===== config.mk =====
export PLATFORM = sky130hd
export DESIGN_NAME = tpdf_dither_quantizer
export DESIGN_NICKNAME = d
export VERILOG_FILES = /design/src/hw/rtl/tdq_pkg.sv /design/src/hw/rtl/tdq_dither.sv /design/src/hw/rtl/tdq_quant.sv /design/src/hw/rtl/tdq_float.sv /design/src/hw/rtl/tpdf_dither_quantizer.sv
export SDC_FILE = /design/constraint.sdc
export NUM_CORES = 1
export LEC_CHECK = 0
export ABC_AREA = 1
export BUFFER_PORTS_ARGS = -buffer_cell sky130_fd_sc_hd__buf_2
export CAP_MARGIN = 20
export CORE_UTILIZATION = 31
export DETAILED_ROUTE_END_ITERATION = 7
export GPL_TIMING_DRIVEN = 0
export PLACE_DENSITY = 0.47
export SLEW_MARGIN = 5
export SYNTH_ARGS = -nofsm -noshare
export SYNTH_HDL_FRONTEND = slang
export SYNTH_HIERARCHICAL = 1
export SYNTH_SLANG_ARGS = --single-unit

===== constraint.sdc =====
create_clock -name clock -period 9.3 [get_ports clock]
set_input_delay 0.465 -clock clock [delete_from_list [all_inputs] [get_ports clock]]
set_output_delay 0.465 -clock clock [all_outputs]
set_load 0.005 [all_outputs]

===== src/hw/rtl/tdq_pkg.sv =====
// ----------------------------------------------------------------------------
// TPDF dither quantizer package
// Shared types, output format codes, range limits and the xorshift32 seed
// constants used by the dither generator.
// ----------------------------------------------------------------------------
package tdq_pkg;

   // Output format codes held in the format register.
   typedef enum logic [1:0] {
      FMT_INT16   = 2'd0,
      FMT_INT24   = 2'd1,
      FMT_INT32   = 2'd2,
      FMT_FLOAT32 = 2'd3
   } fmt_type;

   // Control from the request stage to the dither generator.
   typedef struct packed {
      logic advance;   // a request moves into the result register
      logic clear;     // the request asks for a reseed
      logic dither;    // the request uses dither (integer formats)
   } dither_ctrl_type;

   localparam int SampleWidth = 36;
   localparam int LimWidth    = 32;
   localparam int WordWidth   = 32;
   localparam int DsumWidth   = 33;
   localparam int AccWidth    = 34;

   localparam logic [31:0] SEED_VALUE = 32'h9e37_79b9;

   // One xorshift32 step.
   function automatic logic [31:0] xorshift32(input logic [31:0] x);
      logic [31:0] v;
      v = x;
      v = v ^ (v << 13);
      v = v ^ (v >> 17);
      v = v ^ (v << 5);
      return v;
   endfunction

   // The two draws that follow a reseed, worked out at elaboration.
   localparam logic [31:0] SEED_R1 = xorshift32(SEED_VALUE);
   localparam logic [31:0] SEED_R2 = xorshift32(SEED_R1);
   localparam logic [DsumWidth-1:0] SEED_DSUM =
      {1'b0, SEED_R1} + {1'b0, SEED_R2};

   // Clip limits of the Q5.31 input and rails of the integer formats.
   localparam logic signed [LimWidth-1:0] LIM_MAX = 32'sh7fff_ffff;
   localparam logic signed [LimWidth-1:0] LIM_MIN = 32'sh8000_0000;
   localparam logic signed [AccWidth-1:0] Q16_MAX = 34'sd32767;
   localparam logic signed [AccWidth-1:0] Q16_MIN = -34'sd32768;
   localparam logic signed [AccWidth-1:0] Q24_MAX = 34'sd8388607;
   localparam logic signed [AccWidth-1:0] Q24_MIN = -34'sd8388608;
   localparam logic signed [AccWidth-1:0] Q32_MAX = 34'sd2147483647;
   localparam logic signed [AccWidth-1:0] Q32_MIN = -34'sd2147483648;

   localparam logic [7:0] FLOAT_EXP_BIAS = 8'd96;

endpackage


===== src/hw/rtl/tdq_dither.sv =====
// ----------------------------------------------------------------------------
// TPDF dither generator
// Keeps the xorshift32 state and the sum of the next two draws in registers,
// so the sum is ready at the start of the cycle that consumes it.
// ----------------------------------------------------------------------------
module tdq_dither
   import tdq_pkg::*;
(
   input  logic                  clock,
   input  logic                  reset,
   input  dither_ctrl_type       ctrl,
   output logic [DsumWidth-1:0]  dsum
);

   logic [31:0]          gen_ff;    // state after the pending pair of draws
   logic [31:0]          gen_in;
   logic [DsumWidth-1:0] dsum_ff;   // sum of the pending pair of draws
   logic [DsumWidth-1:0] dsum_in;
   logic [31:0]          base;
   logic [31:0]          r1;
   logic [31:0]          r2;

   // A reseed replaces the pending pair with the pair that follows the seed.
   assign dsum = ctrl.clear ? SEED_DSUM : dsum_ff;
   assign base = ctrl.clear ? SEED_R2 : gen_ff;

   // Look ahead by two draws for the next request.
   always_comb begin
      r1      = xorshift32(base);
      r2      = xorshift32(r1);
      gen_in  = gen_ff;
      dsum_in = dsum_ff;
      if (ctrl.advance) begin
         if (ctrl.dither) begin
            gen_in  = r2;
            dsum_in = {1'b0, r1} + {1'b0, r2};
         end else if (ctrl.clear) begin
            gen_in  = SEED_R2;
            dsum_in = SEED_DSUM;
         end
      end
   end

   always_ff @(posedge clock) begin
      if (reset) begin
         gen_ff  <= SEED_R2;
         dsum_ff <= SEED_DSUM;
      end else begin
         gen_ff  <= gen_in;
         dsum_ff <= dsum_in;
      end
   end

endmodule


===== src/hw/rtl/tdq_quant.sv =====
// ----------------------------------------------------------------------------
// Dithered integer requantizer
// Adds the dither sum to the dropped fraction, rounds half away from zero
// and clamps to the rails of the selected integer format.
// ----------------------------------------------------------------------------
module tdq_quant
   import tdq_pkg::*;
(
   input  fmt_type                     fmt,
   input  logic signed [LimWidth-1:0]  lim,
   input  logic [DsumWidth-1:0]        dsum,
   output logic [WordWidth-1:0]        bits
);

   logic signed [AccWidth-1:0] ipart;
   logic [31:0]                lowsh;
   logic [AccWidth-1:0]        total;
   logic signed [AccWidth-1:0] k;
   logic signed [AccWidth-1:0] n;
   logic                       rbit;
   logic signed [AccWidth-1:0] res;
   logic signed [AccWidth-1:0] hi;
   logic signed [AccWidth-1:0] lo;
   logic signed [AccWidth-1:0] clamped;

   // Split the value into the kept integer part and the dropped fraction.
   always_comb begin
      case (fmt)
         FMT_INT16: begin
            ipart = {{18{lim[31]}}, lim[31:16]};
            lowsh = {lim[15:0], 16'h0000};
            hi    = Q16_MAX;
            lo    = Q16_MIN;
         end
         FMT_INT24: begin
            ipart = {{10{lim[31]}}, lim[31:8]};
            lowsh = {lim[7:0], 24'h00_0000};
            hi    = Q24_MAX;
            lo    = Q24_MIN;
         end
         default: begin
            ipart = {{2{lim[31]}}, lim};
            lowsh = 32'h0;
            hi    = Q32_MAX;
            lo    = Q32_MIN;
         end
      endcase
   end

   // Fraction plus dither; the carry moves the integer part by -1 to +1.
   assign total = {2'b00, lowsh} + {1'b0, dsum};
   assign k     = $signed({32'h0, total[33:32]}) - 34'sd1;
   assign n     = ipart + k;

   // Half rounds away from zero.
   assign rbit = n[AccWidth-1] ? (total[31] && (|total[30:0])) : total[31];
   assign res  = n + $signed({33'h0, rbit});

   always_comb begin
      if (res > hi) begin
         clamped = hi;
      end else if (res < lo) begin
         clamped = lo;
      end else begin
         clamped = res;
      end
   end

   // Pack in the low bits with the upper bits zero.
   always_comb begin
      case (fmt)
         FMT_INT16: bits = {16'h0000, clamped[15:0]};
         FMT_INT24: bits = {8'h00, clamped[23:0]};
         default:   bits = clamped[31:0];
      endcase
   end

endmodule


===== src/hw/rtl/tdq_float.sv =====
// ----------------------------------------------------------------------------
// Fixed to float converter
// Converts a clipped Q1.31 value to IEEE single precision with round to
// nearest even.
// ----------------------------------------------------------------------------
module tdq_float
   import tdq_pkg::*;
(
   input  logic signed [LimWidth-1:0] lim,
   output logic [WordWidth-1:0]       bits
);

   logic        sign;
   logic [31:0] mag;
   logic [4:0]  msb;
   logic [31:0] norm;
   logic        round_up;
   logic [24:0] keep;
   logic [7:0]  expo;

   assign sign = lim[31];
   assign mag  = sign ? (32'h0 - lim) : lim;

   // Position of the leading one.
   always_comb begin
      msb = 5'd0;
      for (int i = 0; i < 32; i++) begin
         if (mag[i]) begin
            msb = 5'(i);
         end
      end
   end

   // Normalize so the leading one sits at bit 31, then round at bit 8.
   assign norm     = mag << (5'd31 - msb);
   assign round_up = norm[7] && ((|norm[6:0]) || norm[8]);
   assign keep     = {1'b0, norm[31:8]} + {24'h0, round_up};
   assign expo     = {3'b000, msb} + FLOAT_EXP_BIAS + {7'h0, keep[24]};

   always_comb begin
      if (mag == 32'h0) begin
         bits = 32'h0;
      end else if (keep[24]) begin
         bits = {sign, expo, 23'h0};
      end else begin
         bits = {sign, expo, keep[22:0]};
      end
   end

endmodule


===== src/hw/rtl/tpdf_dither_quantizer.sv =====
// ----------------------------------------------------------------------------
// TPDF dither quantizer
// The request register loads at the accept and the result register loads when the
// request moves on. Throughput: one request per cycle while rsp_ready holds, set by
// the combinational clip, dither add and round path.
// Synchronous active-high reset sets the format to int16, seeds the generator
// and zeroes the clip count.
// ----------------------------------------------------------------------------
module tpdf_dither_quantizer
   import tdq_pkg::*;
(
   input  logic                           clock,
   input  logic                           reset,
   input  logic                           csr_wr_en,
   input  logic [1:0]                     csr_wr_data,
   input  logic                           req_valid,
   output logic                           req_ready,
   input  logic signed [SampleWidth-1:0]  req_sample,
   input  logic                           req_clear,
   output logic                           rsp_valid,
   input  logic                           rsp_ready,
   output logic [WordWidth-1:0]           rsp_sample_bits,
   output logic                           rsp_clipped,
   output logic [31:0]                    rsp_clip_count
);

   fmt_type                     fmt_ff;
   logic                        req_valid_ff;
   logic                        req_valid_in;
   logic signed [SampleWidth-1:0] sample_ff;
   logic                        clear_ff;
   logic                        advance;
   logic                        clip_hi;
   logic                        clip_lo;
   logic                        clipped;
   logic signed [LimWidth-1:0]  lim;
   logic [31:0]                 count_ff;
   logic [31:0]                 count_base;
   logic [31:0]                 count_in;
   logic [DsumWidth-1:0]        dsum;
   dither_ctrl_type             dctrl;
   logic [WordWidth-1:0]        int_bits;
   logic [WordWidth-1:0]        flt_bits;
   logic                        rsp_valid_ff;
   logic                        rsp_valid_in;
   logic [WordWidth-1:0]        bits_ff;
   logic                        clipped_ff;
   logic [31:0]                 rsp_count_ff;

   // Format register.
   always_ff @(posedge clock) begin
      if (reset) begin
         fmt_ff <= FMT_INT16;
      end else if (csr_wr_en) begin
         fmt_ff <= fmt_type'(csr_wr_data);
      end
   end

   // Handshake: the request register moves on when the result slot frees.
   assign advance      = req_valid_ff && (!rsp_valid_ff || rsp_ready);
   assign req_ready    = !req_valid_ff || advance;
   assign req_valid_in = req_ready ? req_valid : req_valid_ff;
   assign rsp_valid_in = advance ? 1'b1 : (rsp_valid_ff && !rsp_ready);

   // Request register.
   always_ff @(posedge clock) begin
      if (reset) begin
         req_valid_ff <= 1'b0;
      end else begin
         req_valid_ff <= req_valid_in;
      end
   end

   always_ff @(posedge clock) begin
      if (req_valid && req_ready) begin
         sample_ff <= req_sample;
         clear_ff  <= req_clear;
      end
   end

   // Clip to the full-scale range of a Q1.31 value.
   assign clip_hi = !sample_ff[35] && (|sample_ff[34:31]);
   assign clip_lo = sample_ff[35] && !(&sample_ff[34:31]);
   assign clipped = clip_hi || clip_lo;

   always_comb begin
      if (clip_hi) begin
         lim = LIM_MAX;
      end else if (clip_lo) begin
         lim = LIM_MIN;
      end else begin
         lim = sample_ff[31:0];
      end
   end

   // Saturating clip counter, zeroed first when the request asks for it.
   assign count_base = clear_ff ? 32'h0 : count_ff;
   assign count_in   = count_base + {31'h0, (clipped && (count_base != 32'hffff_ffff))};

   always_ff @(posedge clock) begin
      if (reset) begin
         count_ff <= 32'h0;
      end else if (advance) begin
         count_ff <= count_in;
      end
   end

   // Dither generator steps only for integer formats.
   assign dctrl.advance = advance;
   assign dctrl.clear   = clear_ff;
   assign dctrl.dither  = (fmt_ff != FMT_FLOAT32);

   tdq_dither u_dither (
      .clock (clock),
      .reset (reset),
      .ctrl  (dctrl),
      .dsum  (dsum)
   );

   tdq_quant u_quant (
      .fmt  (fmt_ff),
      .lim  (lim),
      .dsum (dsum),
      .bits (int_bits)
   );

   tdq_float u_float (
      .lim  (lim),
      .bits (flt_bits)
   );

   // Result register.
   always_ff @(posedge clock) begin
      if (reset) begin
         rsp_valid_ff <= 1'b0;
      end else begin
         rsp_valid_ff <= rsp_valid_in;
      end
   end

   always_ff @(posedge clock) begin
      if (advance) begin
         bits_ff      <= (fmt_ff == FMT_FLOAT32) ? flt_bits : int_bits;
         clipped_ff   <= clipped;
         rsp_count_ff <= count_in;
      end
   end

   assign rsp_valid       = rsp_valid_ff;
   assign rsp_sample_bits = bits_ff;
   assign rsp_clipped     = clipped_ff;
   assign rsp_clip_count  = rsp_count_ff;

endmodule

==> insert_results.sql <==
INSERT INTO impl_metrics (metric_group, metric, value, unit) VALUES
('synth', 'number_of_enable_flip_flop_cells_after_synthesis', '102', ''),
('cells_and_area', 'antennaDiodeCount', '0', ''),
('synth', 'synth_commonest_cells', 'sky130_fd_sc_hd__nand2_1 (1212), sky130_fd_sc_hd__inv_1 (542), sky130_fd_sc_hd__nand3_1 (420)', ''),
('synth', 'complex_gate_fraction_of_the_synthesized_area', '10.77', '%'),
('worst_setup_path', 'required_time_reported_for_the_critical_path_endpoint', '9.61', 'ns'),
('synth', 'synth.yosys.warnings', '6', ''),
('worst_setup_path', 'critPathKind', 'reg -> reg', ''),
('status', 'failing_checks', 'setup timing', ''),
('timing', 'fmax', '105.3', 'MHz'),
('placement', 'dp_slack', '-2.762', 'ns'),
('placement', 'numPlacedInstances', '5137', ''),
('synth', 'post_synth_xor_area_fraction', '5.930', '%'),
('worst_setup_path', 'max_stage_delay', '0.41', 'ns'),
('synth', 'yosys-top-cells-area', 'sky130_fd_sc_hd__nand2_1 (19%), sky130_fd_sc_hd__edfxtp_1 (12%), sky130_fd_sc_hd__nand3_1 (8.6%), sky130_fd_sc_hd__inv_1 (8.3%), sky130_fd_sc_hd__dfxtp_1 (8.2%)', ''),
('run', 'max_cap_violations', '0', ''),
('synth', 'synthMuxAreaShare', '1.467', '%'),
('cells_and_area', 'postLayoutCoreUtil', '39.08', '%'),
('die', 'design.core.area', '77980', 'µm²'),
('synth', 'post_synthesis_sequential_element_count', '203', ''),
('drt', 'wirelength', '98280', 'µm'),
('placement', 'gp_routability_congestion', '0.9407', ''),
('status', 'run_status', 'complete, but fails checks', ''),
('timing', 'final_worst_path_cycle_share', '102.1', '%'),
('die', 'rows', '102', ''),
('clock_tree', 'cts_tree', 'done', ''),
('worst_setup_path', 'r2r_setup_slack', '-0.19', 'ns'),
('timing', 'timing.final.max_slew_violations', '0', ''),
('synth', 'biggest_area_consumer_among_synthesized_cells', 'sky130_fd_sc_hd__nand2_1', ''),
('global_route', 'via_count_of_the_first_global_routing_pass', '25240', ''),
('timing', 'timing.final.crit_period', '9.495', 'ns'),
('global_route', 'global_route_wire_length_before_repair', '149300', 'µm'),
('die', 'design.portCount', '111', ''),
('worst_setup_path', 'source_of_the_critical_timing_path', 'sample_ff[33]', ''),
('cells_and_area', 'fill_cells', '8444', ''),
('clock_tree', 'cts_buffers', '26', ''),
('worst_setup_path', 'worst_flop_to_flop_path_startpoint', 'sample_ff[33]', ''),
('clock_tree', 'clock-root-buffer', 'sky130_fd_sc_hd__clkbuf_16', ''),
('synth', 'synth_flop_cell', 'sky130_fd_sc_hd__edfxtp_1', ''),
('drt', 'detail_routed_via_count_per_cell', '4.983', ''),
('drt', 'ant_nets', '0', ''),
('synth', 'synth_cell_type_count', '72', ''),
('synth', 'postSynthNetCount', '4148', ''),
('synth', 'share_of_synthesized_flip_flops_with_an_asynchronous_set_or_reset', '0', '%'),
('placement', 'buffer_ports.inserted', '109', ''),
('die', 'die_area', '80360', 'µm²'),
('clock_tree', 'clk_transition_reported_paths', '0.06', 'ns'),
('synth', 'seq_area_frac_synth', '20.70', '%'),
('timing', 'grt_setup_unrepaired', 'true', ''),
('die', 'initial_core_util', '31.50', '%'),
('synth', 'synth_most_common_cell', 'sky130_fd_sc_hd__nand2_1', ''),
('clock_tree', 'cts.path.max_buffers', '3', ''),
('die', 'chipHeight', '283.5', 'µm'),
('cells_and_area', 'finalNetCount', '4448', ''),
('clock_tree', 'clock_latency', '0.59', 'ns'),
('worst_setup_path', 'reg2reg_depth', '75', ''),
('timing', 'final_hold_viol_count', '0', ''),
('timing', 'worst_setup_margin', '-0.1945', 'ns'),
('worst_setup_path', 'end_kind', 'register', ''),
('drt', 'routed_length_per_placed_instance', '18.39', 'µm'),
('cells_and_area', 'synthToLayoutAreaGrowth', '24.06', '%'),
('drt', 'firstDrtPassIters', '6', ''),
('timing', 'final.hold.worst_slack', '0.04813', 'ns'),
('timing', 'finalSetupViolCount', '30', ''),
('die', 'dieWidth', '283.5', 'µm'),
('global_route', 'pin_count_of_the_biggest_net_entering_global_routing', '52', ''),
('worst_setup_path', 'critPathLaunchType', 'register', ''),
('timing', 'max_slew_margin', '30.35', '%'),
('cells_and_area', 'final-instance-count-excl-fill', '5343', ''),
('timing', 'worst-slew-pin-transition', '1.045', 'ns'),
('synth', 'post_synth_fa_ha_maj_area_fraction', '6.123', '%'),
('clock_tree', 'cts_sinks', '203', '');
[worst max-delay path: cells and delay by family (launching register included)]
kind | cells | cell delay [ns]
buffers and inverters | 42 | 4.89
multiplexers | 1 | 0.30
adder cells (fa/ha/maj) | 3 | 0.68
AO/OA/AOI/OAI | 3 | 0.38
XOR/XNOR | 2 | 0.27
AND/OR/NAND/NOR | 24 | 2.31
flip-flops | 1 | 0.38
[kinds of logic (layout without fill, tap and decap cells)]
| group | count (synthesis) | count (layout) |
|---|---|---|
| flops | 203 | 203 |
| compound gates | 467 | 467 |
| buf+inv | 705 | 1023 |
| simple gates | 2318 | 2318 |
| mux | 32 | 32 |
| fa+ha+maj | 119 | 119 |
| xor+xnor | 141 | 141 |
[worst min-delay path by stage]
stage                   startpoint                  end  slack (ns)  cells past startpoint
2_1_floorplan  u_dither/dsum_ff[6]  u_dither/dsum_ff[6]        0.43                      2
3_3_place_gp   u_dither/dsum_ff[6]  u_dither/dsum_ff[6]        0.45                      2
3_5_place_dp   u_dither/dsum_ff[6]  u_dither/dsum_ff[6]        0.45                      2
4_1_cts             req_sample[25]        sample_ff[25]        0.02                      1
5_1_grt             req_sample[33]        sample_ff[33]        0.03                      1
6_report            req_sample[34]        sample_ff[34]        0.05                      1
[state kept, by name, indices dropped and copies added (netlist names)]
signal,count
req_valid_ff,1
rsp_sample_bits,32
clear_ff,1
count_ff,32
rsp_clipped,1
rsp_clip_count,32
u_dither/dsum_ff,33
sample_ff,36
u_dither/gen_ff,32
fmt_ff,2
rsp_valid,1
[through the flow]
step           cell area [µm²]  setup TNS (ns)
4_1_cts                  29370          -6.716
2_1_floorplan            24560               0
6_report                 30470          -3.208
3_5_place_dp             26470          -83.68
5_1_grt                  30470          -19.71
3_3_place_gp             26410          -96.48
[layout make-up]
type | count | area [µm²] | area share (%)
buffer | 113 | 661.9 | 2.172
inverter | 590 | 2257 | 7.408
clock buffer | 33 | 726.9 | 2.386
multi-input combinational | 3077 | 18290 | 60.02
tap | 1040 | 1301 | 4.271
timing repair buffer | 274 | 2018 | 6.623
sequential | 203 | 5087 | 16.70
clock inverter | 13 | 130.1 | 0.4271
[cell usage in the layout (no fill, tap or decap), drive strengths merged, types with 17 or more instances in the layout]
cell type,Yosys,routed
ha,117,117
a21oi,229,229
xor2,105,105
o21ai,157,157
nor2,390,390
clkbuf,66,98
nor3,32,32
dfxtp,101,101
buf,49,322
nand4,42,42
xnor2,36,36
nand3b,20,20
mux2,32,32
edfxtp,102,102
nand2,1346,1346
o22ai,17,17
nand3,460,460
inv,585,586
[timing repair]
action                                  in CTS  in global routing
buffers inserted                           110                 49
cloned                                       5                  1
gates resized for setup                    259                159
endpoints found under the hold margin        0                  0
pin swaps                                   68                 92
endpoints found under the setup margin      32                 31
[layer usage]
layer | track usage, % | up-vias | wire [µm]
li1 | - | 13410 | -
met3 | 3.159 | 149 | 5783
met4 | 5.473 | 12 | 2776
met2 | 39.09 | 795 | 43990
met1 | 32.80 | 12260 | 45670
met5 | 0 | - | 69
Power is not shown: default switching activity piles up to over one toggle a cycle in this logic, so the estimate is an artifact.
